### config.mk
export PLATFORM = sky130hd
export DESIGN_NAME = strict_priority_multi_fifo
export DESIGN_NICKNAME = d
export VERILOG_FILES = /design/src/sv/spmf_pkg.sv /design/src/sv/spmf_ctrl.sv /design/src/sv/spmf_store.sv /design/src/sv/spmf_out.sv /design/src/sv/strict_priority_multi_fifo.sv
export SDC_FILE = /design/constraint.sdc
export NUM_CORES = 1
export LEC_CHECK = 0
export BUFFER_PORTS_ARGS = -buffer_cell sky130_fd_sc_hd__clkbuf_2
export CORE_MARGIN = 1
export CORE_UTILIZATION = 55
export CTS_CLUSTER_DIAMETER = 60
export DETAILED_ROUTE_END_ITERATION = 7
export PLACE_DENSITY = 0.69
export SLEW_MARGIN = 0
export SYNTH_ARGS = -nofsm -noshare
export SYNTH_HDL_FRONTEND = slang
export SYNTH_SLANG_ARGS = --single-unit
export TNS_END_PERCENT = 50
### constraint.sdc
create_clock -name clk -period 5.3 [get_ports clk]
set_input_delay 0 -clock clk [delete_from_list [all_inputs] [get_ports clk]]
set_output_delay 0 -clock clk [all_outputs]
set_load 0.02 [all_outputs]
### src/sv/spmf_pkg.sv
`default_nettype none

package spmf_pkg;

  // Default sizes of the queue
  localparam int unsigned NUM_LEVELS_DEF  = 4;
  localparam int unsigned LEVEL_DEPTH_DEF = 16;
  localparam int unsigned HANDLE_BITS_DEF = 16;

  // Fixed field widths of the request and response words
  localparam int unsigned PRIO_W   = 4;
  localparam int unsigned ITEM_W   = 16;
  localparam int unsigned LEVEL_W  = 4;

  typedef enum logic {
    FUNC_PUSH = 1'b0,
    FUNC_POP  = 1'b1
  } func_t;

  typedef enum logic [1:0] {
    ST_PUSHED = 2'd0,
    ST_POPPED = 2'd1,
    ST_EMPTY  = 2'd2,
    ST_FULL   = 2'd3
  } status_t;

  typedef struct packed {
    func_t               func;
    logic [PRIO_W-1:0]   priority_req;
    logic [ITEM_W-1:0]   item_handle;
  } req_word_t;

  typedef struct packed {
    status_t             status;
    logic [ITEM_W-1:0]   popped_handle;
    logic [LEVEL_W-1:0]  popped_level;
  } rsp_word_t;

  // Outcome of one operation, decided in the pointer stage
  typedef struct packed {
    status_t             status;
    logic [LEVEL_W-1:0]  level;
  } meta_t;

endpackage

`default_nettype wire

### src/sv/spmf_ctrl.sv
`default_nettype none

module spmf_ctrl #(
  parameter int unsigned NUM_LEVELS  = spmf_pkg::NUM_LEVELS_DEF,
  parameter int unsigned LEVEL_DEPTH = spmf_pkg::LEVEL_DEPTH_DEF,
  localparam int unsigned LVL_W  = (NUM_LEVELS > 1) ? $clog2(NUM_LEVELS) : 1,
  localparam int unsigned IDX_W  = $clog2(LEVEL_DEPTH),
  localparam int unsigned CNT_W  = $clog2(LEVEL_DEPTH + 1),
  localparam int unsigned ADDR_W = $clog2(NUM_LEVELS * LEVEL_DEPTH)
) (
  input  wire logic                clk,
  input  wire logic                rst,
  input  wire logic                accept,
  input  wire spmf_pkg::req_word_t req,
  output logic                     wr_en,
  output logic                     rd_en,
  output logic [ADDR_W-1:0]        addr,
  output spmf_pkg::meta_t          meta
);

  logic [IDX_W-1:0] rd_idx [NUM_LEVELS];
  logic [IDX_W-1:0] wr_idx [NUM_LEVELS];
  logic [CNT_W-1:0] cnt    [NUM_LEVELS];

  logic [LVL_W-1:0] push_lvl;
  logic [LVL_W-1:0] pop_lvl;
  logic             pop_hit;
  logic             push_full;
  logic             is_pop;

  function automatic logic [IDX_W-1:0] wrap_inc(input logic [IDX_W-1:0] idx);
    return (idx == IDX_W'(LEVEL_DEPTH - 1)) ? '0 : idx + 1'b1;
  endfunction

  // Clamp the requested priority into a level index
  always_comb begin
    if (req.priority_req == '0) begin
      push_lvl = '0;
    end else if (req.priority_req > spmf_pkg::PRIO_W'(NUM_LEVELS)) begin
      push_lvl = LVL_W'(NUM_LEVELS - 1);
    end else begin
      push_lvl = LVL_W'(req.priority_req - 1'b1);
    end
  end

  // Find the most urgent non-empty level
  always_comb begin
    pop_hit = 1'b0;
    pop_lvl = '0;
    for (int i = NUM_LEVELS - 1; i >= 0; i--) begin
      if (cnt[i] != '0) begin
        pop_hit = 1'b1;
        pop_lvl = LVL_W'(i);
      end
    end
  end

  // Decide the operation and the slot address
  always_comb begin
    is_pop    = (req.func == spmf_pkg::FUNC_POP);
    push_full = (cnt[push_lvl] == CNT_W'(LEVEL_DEPTH));
    wr_en     = accept && !is_pop && !push_full;
    rd_en     = accept && is_pop && pop_hit;
    if (is_pop) begin
      addr = ADDR_W'(ADDR_W'(pop_lvl) * ADDR_W'(LEVEL_DEPTH) + ADDR_W'(rd_idx[pop_lvl]));
    end else begin
      addr = ADDR_W'(ADDR_W'(push_lvl) * ADDR_W'(LEVEL_DEPTH) + ADDR_W'(wr_idx[push_lvl]));
    end
    if (is_pop) begin
      if (pop_hit) begin
        meta.status = spmf_pkg::ST_POPPED;
        meta.level  = spmf_pkg::LEVEL_W'(pop_lvl) + 1'b1;
      end else begin
        meta.status = spmf_pkg::ST_EMPTY;
        meta.level  = '0;
      end
    end else begin
      meta.status = push_full ? spmf_pkg::ST_FULL : spmf_pkg::ST_PUSHED;
      meta.level  = '0;
    end
  end

  // Advance the per-level ring pointers and fill counts
  always_ff @(posedge clk) begin
    if (rst) begin
      for (int i = 0; i < NUM_LEVELS; i++) begin
        rd_idx[i] <= '0;
        wr_idx[i] <= '0;
        cnt[i]    <= '0;
      end
    end else begin
      if (wr_en) begin
        wr_idx[push_lvl] <= wrap_inc(wr_idx[push_lvl]);
        cnt[push_lvl]    <= cnt[push_lvl] + 1'b1;
      end
      if (rd_en) begin
        rd_idx[pop_lvl] <= wrap_inc(rd_idx[pop_lvl]);
        cnt[pop_lvl]    <= cnt[pop_lvl] - 1'b1;
      end
    end
  end

  // Check that each level's pointers agree with its fill count
  logic [NUM_LEVELS-1:0] cnt_over;
  logic [NUM_LEVELS-1:0] ptr_mismatch;
  logic [CNT_W:0]        span;

  always_comb begin
    cnt_over     = '0;
    ptr_mismatch = '0;
    span         = '0;
    for (int i = 0; i < NUM_LEVELS; i++) begin
      cnt_over[i] = (cnt[i] > CNT_W'(LEVEL_DEPTH));
      if (wr_idx[i] >= rd_idx[i]) begin
        span = (CNT_W + 1)'(wr_idx[i]) - (CNT_W + 1)'(rd_idx[i]);
      end else begin
        span = (CNT_W + 1)'(wr_idx[i]) + (CNT_W + 1)'(LEVEL_DEPTH) - (CNT_W + 1)'(rd_idx[i]);
      end
      ptr_mismatch[i] = !(((CNT_W + 1)'(cnt[i]) == span) ||
                          ((cnt[i] == CNT_W'(LEVEL_DEPTH)) && (span == '0)));
    end
  end

  a_cnt_bound: assert property (@(posedge clk) disable iff (rst) cnt_over == '0)
    else $error("fill count beyond level depth");

  a_ptr_consistent: assert property (@(posedge clk) disable iff (rst) ptr_mismatch == '0)
    else $error("ring pointers disagree with fill count");

  a_single_port: assert property (@(posedge clk) disable iff (rst) !(wr_en && rd_en))
    else $error("read and write issued together");

endmodule

`default_nettype wire

### src/sv/spmf_store.sv
`default_nettype none

module spmf_store #(
  parameter int unsigned NUM_LEVELS  = spmf_pkg::NUM_LEVELS_DEF,
  parameter int unsigned LEVEL_DEPTH = spmf_pkg::LEVEL_DEPTH_DEF,
  parameter int unsigned HANDLE_BITS = spmf_pkg::HANDLE_BITS_DEF,
  localparam int unsigned ADDR_W = $clog2(NUM_LEVELS * LEVEL_DEPTH)
) (
  input  wire logic                   clk,
  input  wire logic                   wr_en,
  input  wire logic                   rd_en,
  input  wire logic [ADDR_W-1:0]      addr,
  input  wire logic [HANDLE_BITS-1:0] wdata,
  output logic [HANDLE_BITS-1:0]      rdata
);

  logic [HANDLE_BITS-1:0] mem [NUM_LEVELS * LEVEL_DEPTH];

  // Single port: write a pushed handle, or read the oldest handle on pop
  always_ff @(posedge clk) begin
    if (wr_en) begin
      mem[addr] <= wdata;
    end
    if (rd_en) begin
      rdata <= mem[addr];
    end
  end

endmodule

`default_nettype wire

### src/sv/spmf_out.sv
`default_nettype none

module spmf_out #(
  parameter int unsigned NUM_LEVELS  = spmf_pkg::NUM_LEVELS_DEF,
  parameter int unsigned HANDLE_BITS = spmf_pkg::HANDLE_BITS_DEF
) (
  input  wire logic                   clk,
  input  wire logic                   rst,
  input  wire logic                   req_valid,
  input  wire spmf_pkg::meta_t        meta,
  input  wire logic [HANDLE_BITS-1:0] rdata,
  input  wire logic                   rsp_stall,
  output logic                        req_stall,
  output logic                        rsp_valid,
  output spmf_pkg::rsp_word_t         rsp
);

  logic                valid_a;
  spmf_pkg::meta_t     meta_a;
  logic                adv_a;
  logic                accept;
  spmf_pkg::rsp_word_t word_a;

  // Result stage moves on when the output register is empty or being taken
  always_comb begin
    adv_a     = valid_a && (!rsp_valid || !rsp_stall);
    req_stall = valid_a && !adv_a;
    accept    = req_valid && !req_stall;
  end

  // Build the response word; only a successful pop carries a handle
  always_comb begin
    word_a.status       = meta_a.status;
    word_a.popped_level = meta_a.level;
    if (meta_a.status == spmf_pkg::ST_POPPED) begin
      word_a.popped_handle = spmf_pkg::ITEM_W'(64'(rdata));
    end else begin
      word_a.popped_handle = '0;
    end
  end

  // Hold the result stage and the output register
  always_ff @(posedge clk) begin
    if (rst) begin
      valid_a   <= 1'b0;
      rsp_valid <= 1'b0;
    end else begin
      if (accept) begin
        valid_a <= 1'b1;
      end else if (adv_a) begin
        valid_a <= 1'b0;
      end
      if (adv_a) begin
        rsp_valid <= 1'b1;
      end else if (!rsp_stall) begin
        rsp_valid <= 1'b0;
      end
    end
    if (accept) begin
      meta_a <= meta;
    end
    if (adv_a) begin
      rsp <= word_a;
    end
  end

  a_quiet_fields: assert property (@(posedge clk) disable iff (rst)
      rsp_valid && (rsp.status != spmf_pkg::ST_POPPED)
      |-> (rsp.popped_handle == '0) && (rsp.popped_level == '0))
    else $error("non-pop word carries a handle or level");

  a_level_range: assert property (@(posedge clk) disable iff (rst)
      rsp_valid && (rsp.status == spmf_pkg::ST_POPPED)
      |-> (rsp.popped_level != '0) &&
          (rsp.popped_level <= spmf_pkg::LEVEL_W'(NUM_LEVELS)))
    else $error("popped level out of range");

  a_stall_cause: assert property (@(posedge clk) disable iff (rst)
      req_stall |-> valid_a && rsp_valid && rsp_stall)
    else $error("request stalled without a blocked result");

endmodule

`default_nettype wire

### src/sv/strict_priority_multi_fifo.sv
`default_nettype none

// Strict-priority queue of item handles: one ring buffer of LEVEL_DEPTH
// handles per level, NUM_LEVELS levels, level 1 the most urgent. A push
// clamps its priority into 1..NUM_LEVELS and appends the handle, or is
// dropped with status full when that level is full. A pop takes the oldest
// handle of the most urgent non-empty level and returns it with its level,
// or returns status empty. Every request word yields one response word.
// One request is accepted every cycle while responses are being taken; the
// response word passes through the result stage and the output register. A
// request stalls only while a finished word waits behind a stalled response.
// The single-port handle memory, used for either the push write or the pop
// read, allows one operation per cycle. The memory needs no clearing after
// reset: reset empties every level through its pointers.
module strict_priority_multi_fifo #(
  parameter int unsigned NUM_LEVELS  = spmf_pkg::NUM_LEVELS_DEF,
  parameter int unsigned LEVEL_DEPTH = spmf_pkg::LEVEL_DEPTH_DEF,
  parameter int unsigned HANDLE_BITS = spmf_pkg::HANDLE_BITS_DEF,
  localparam int unsigned ADDR_W = $clog2(NUM_LEVELS * LEVEL_DEPTH)
) (
  input  wire logic                clk,
  input  wire logic                rst,
  input  wire logic                req_valid,
  output logic                     req_stall,
  input  wire spmf_pkg::req_word_t req,
  output logic                     rsp_valid,
  input  wire logic                rsp_stall,
  output spmf_pkg::rsp_word_t      rsp
);

  logic                   accept;
  logic                   wr_en;
  logic                   rd_en;
  logic [ADDR_W-1:0]      addr;
  logic [HANDLE_BITS-1:0] wdata;
  logic [HANDLE_BITS-1:0] rdata;
  spmf_pkg::meta_t        meta;

  // Take a word whenever the result stage can make room
  assign accept = req_valid && !req_stall;

  // Keep the handle in its low HANDLE_BITS bits
  assign wdata = HANDLE_BITS'(64'(req.item_handle));

  spmf_ctrl #(
    .NUM_LEVELS  (NUM_LEVELS),
    .LEVEL_DEPTH (LEVEL_DEPTH)
  ) u_ctrl (
    .clk    (clk),
    .rst    (rst),
    .accept (accept),
    .req    (req),
    .wr_en  (wr_en),
    .rd_en  (rd_en),
    .addr   (addr),
    .meta   (meta)
  );

  spmf_store #(
    .NUM_LEVELS  (NUM_LEVELS),
    .LEVEL_DEPTH (LEVEL_DEPTH),
    .HANDLE_BITS (HANDLE_BITS)
  ) u_store (
    .clk   (clk),
    .wr_en (wr_en),
    .rd_en (rd_en),
    .addr  (addr),
    .wdata (wdata),
    .rdata (rdata)
  );

  spmf_out #(
    .NUM_LEVELS  (NUM_LEVELS),
    .HANDLE_BITS (HANDLE_BITS)
  ) u_out (
    .clk       (clk),
    .rst       (rst),
    .req_valid (req_valid),
    .meta      (meta),
    .rdata     (rdata),
    .rsp_stall (rsp_stall),
    .req_stall (req_stall),
    .rsp_valid (rsp_valid),
    .rsp       (rsp)
  );

endmodule

`default_nettype wire

==> impl_metrics.ini <==
[placement]
placed_cell_area_um2 = 46000
hpwlAfterDp_um = 72100
place_congestion = 0.956
port_buffers = 47

[die]
ios = 49
fp.dieW_um = 284
start_util_pct = 55.9
die_area_um2 = 80400
core_um2 = 78000
die_y_um = 284
num_rows = 102

[yosys]
syn-instance-count = 2747
yosysWarnings = 0
synth_seq_cells = 1120
synth_fp_nets = 2779
ys.flop_type = edfxtp_1
async_reset_ff_share_pct = 0
yosysUniqueCellTypes = 74
avgSynthCellArea_um2 = 15.9
synth-edff-count = 1118
synth_area_um2 = 43600
synth.largest_area_cell = edfxtp_1
synth_top_area_share_pct = 77.0
synth_area_leaders = edfxtp_1 77%, a22oi_1 2.7%, nand2_1 2.2%
synth_seq_area_share_pct = 77.1

[worst_setup_path]
rr_endpoint = u_store.rdata[14]
start_kind = flip-flop
crit_path_top_delay_cell = a22oi_2
r2r_cells = 11
cp_max_fo = 26
crit_arrival_ns = 5.41
critPathMaxStageDelay_ns = 0.80
r2r_start = u_ctrl.cnt[2][0]
crit_type = flip-flop to flip-flop
required_ns = 5.73
reg2reg_slack_ns = 0.32
worstPathCellList = or3_1, or3_1, o22ai_1, a21oi_1, a22oi_2, nor2_4, a21oi_1, o21ai_0, a222oi_1, o22ai_1, or4_1
crit_path_end_kind = flip-flop

[hold_path]
whs_endpoint = u_store.mem[23][11]
holdPathStages = 2
min_from = req[11]
hold_class = primary input to flip-flop

[final_layout]
nNetsFinal = 2974
fin_util_pct = 63.7
drive_gt1_share_pct = 15.9
area_growth_pct = 14.0
stdcell_area_um2 = 49700

[global_route]
grt_pass1_wl_um = 174000
antenna_found_initial = 1
grt_use_met3_pct = 7.17
met1_usage_pct = 41.9
grt_max_degree = 65
track_usage_pct = 29.7
top_usage_layer = met2
use_met2_pct = 45.0
first_global_vias = 25714
grt.overflow.total = 0

[run_status]
status = complete, but fails checks
violations = design-rule violations

[sta]
period_needed_ns = 4.98
hold_slack_ns = 0.0229
setup_viol = 0
maxSlewViolCount = 0
fin_skew_ns = 0.0284
timing.fmax_mhz = 201
tightestPinTransition_ns = 1.12
rsz0062_at_grt = no
hold_viol_final = 0
finalCritPeriodShare_pct = 93.9
slew_headroom_pct = 25.1
setup-tns-final_ns = 0

[clock_tree]
clkSinkCount = 1120
tritoncts = yes
clock_latency_ns = 0.69
clk_pin_slew_ns = 0.06
htree_num_levels = 3
root_buffer = clkbuf_16
clk_path_buf_depth = 3
postCtsSetupBuffers = 0
numCtsBuffers = 110

[detailed_routing]
vias = 26674
dr.pass1.iters = 8
vias_per_cell = 6.55
wire_per_inst_um = 29.5
drt-total-wl_um = 120000
drc = 14
ant_nets = 0
drtIter0Drc = 3956

[pwr]
p_per_area_nw_per_um2 = 396
leakagePower_nw = 16.2
ir_worst_vdd_mv = 0.266

[run]
maxCapViolations = 0
[metal layers]
layer	share of wire (%)	wire (um)	vias up
li1	-	-	11321
met1	39	46400	13344
met2	45	54500	1740
met3	12	14600	267
met4	3.8	4610	2
met5	0.0083	10	-
[cells in the mapped netlist (30+ instances only)]
master	number
nand3_1	32
a211oi_1	35
o21ai_0	53
o2bb2ai_1	39
mux2i_1	85
clkbuf_1	76
a31oi_1	64
mux2_2	30
nand2_1	256
a221oi_1	65
a22oi_1	154
buf_2	56
nor2_1	176
edfxtp_1	1118
nor3_1	39
a21oi_1	156
[registers in the layout, indices dropped and copies added (netlist names)]
name / cells
u_ctrl.cnt: 20
u_ctrl.rd_idx: 16
u_ctrl.wr_idx: 16
u_out.meta_a: 5
u_out.rsp: 21
u_out.rsp_valid: 1
u_out.valid_a: 1
u_store.mem: 1024
u_store.rdata: 16
[worst max-delay path by stage]
stage                     start                 to  cells past startpoint
6_report       u_ctrl.cnt[2][0]  u_store.rdata[14]                     11
5_1_grt        u_ctrl.cnt[2][0]  u_store.rdata[14]                     11
4_1_cts        u_ctrl.cnt[2][0]  u_store.rdata[14]                     11
3_5_place_dp            req[16]  u_store.rdata[14]                     14
3_3_place_gp            req[16]  u_store.rdata[14]                     14
2_1_floorplan           req[16]  u_store.mem[7][0]                     14
[cell usage in the layout, fill, tap and decap left out, types with 12 or more instances in the layout]
master	netlist	routed
o2bb2ai_1	39	39
a21oi_1	156	156
o22a_1	14	14
a221o_1	12	12
and2_1	20	20
a211oi_1	35	35
nand2b_1	13	13
mux2_2	30	29
clkbuf_2	0	47
nor2_1	176	172
a41oi_1	12	12
a22oi_1	154	154
mux2_4	12	13
o22ai_1	26	26
clkinv_2	0	22
a22o_1	25	24
buf_4	7	176
inv_1	26	26
clkbuf_16	0	110
nor3_1	39	37
edfxtp_1	1118	1118
a222oi_1	18	18
o21ai_0	53	52
a31oi_1	64	63
a221oi_1	65	65
nand3_1	32	32
clkinv_1	0	25
clkbuf_1	76	13
mux2i_1	85	85
nand2_1	256	256
[timing repair]
action                                 CTS  global route
resized for setup                        0             0
endpoints found under the hold margin  145             0
hold buffers                             9             0
[cells by family after synthesis]
family                   count (synthesis)  share of synthesized area (%)
other                                    1                        0.00860
adder cells (fa/ha/maj)                  7                          0.201
AND/OR/NAND/NOR                        574                           5.66
XOR/XNOR                                 8                          0.161
multiplexers                           129                           3.24
buffers and inverters                  188                           1.92
AO/OA/AOI/OAI                          720                           11.7
flip-flops                            1120                           77.1
[per-stage QoR]
| stage | setup WS (ns) | instances | power [W] |
|---|---|---|---|
| 5_1_grt | 0.252 | 4073 | 0.0201 |
| 6_report | 0.323 | 4075 | 0.0197 |
| 4_1_cts | 0.407 | 4073 | 0.0197 |
| 2_1_floorplan | 1.28 | 2747 | 0.0112 |
| 3_5_place_dp | 0.276 | 3861 | 0.0121 |
| 3_3_place_gp | 0.551 | 3861 | 0.0121 |
[worst max-delay path, delay by kind of cell, from the launching register on]
kind,cells,cell delay [ns]
DFF,1,0.50
and+or+nand+nor,4,1.74
AOI/OAI and AO/OA,7,2.48
[final cells by class]
cell class | instances | area (um^2)
Sequential cell | 1120 | 33600
Multi-Input combinational cell | 1439 | 9250
Timing Repair Buffer | 243 | 1870
Clock buffer | 123 | 2800
Fill cell | 5500 | 28300
Tap cell | 1040 | 1300
Inverter | 28 | 105
Antenna cell | 2 | 5.00
Clock inverter | 80 | 762
[where the power goes]
part           internal, W  switching [W]  total (W)
clock              0.00436        0.00333    0.00769
sequential         0.00985      0.0000571    0.00990
combinational     0.000644        0.00144    0.00209
total               0.0149        0.00483     0.0197
Power figures use the tool's default switching activity.
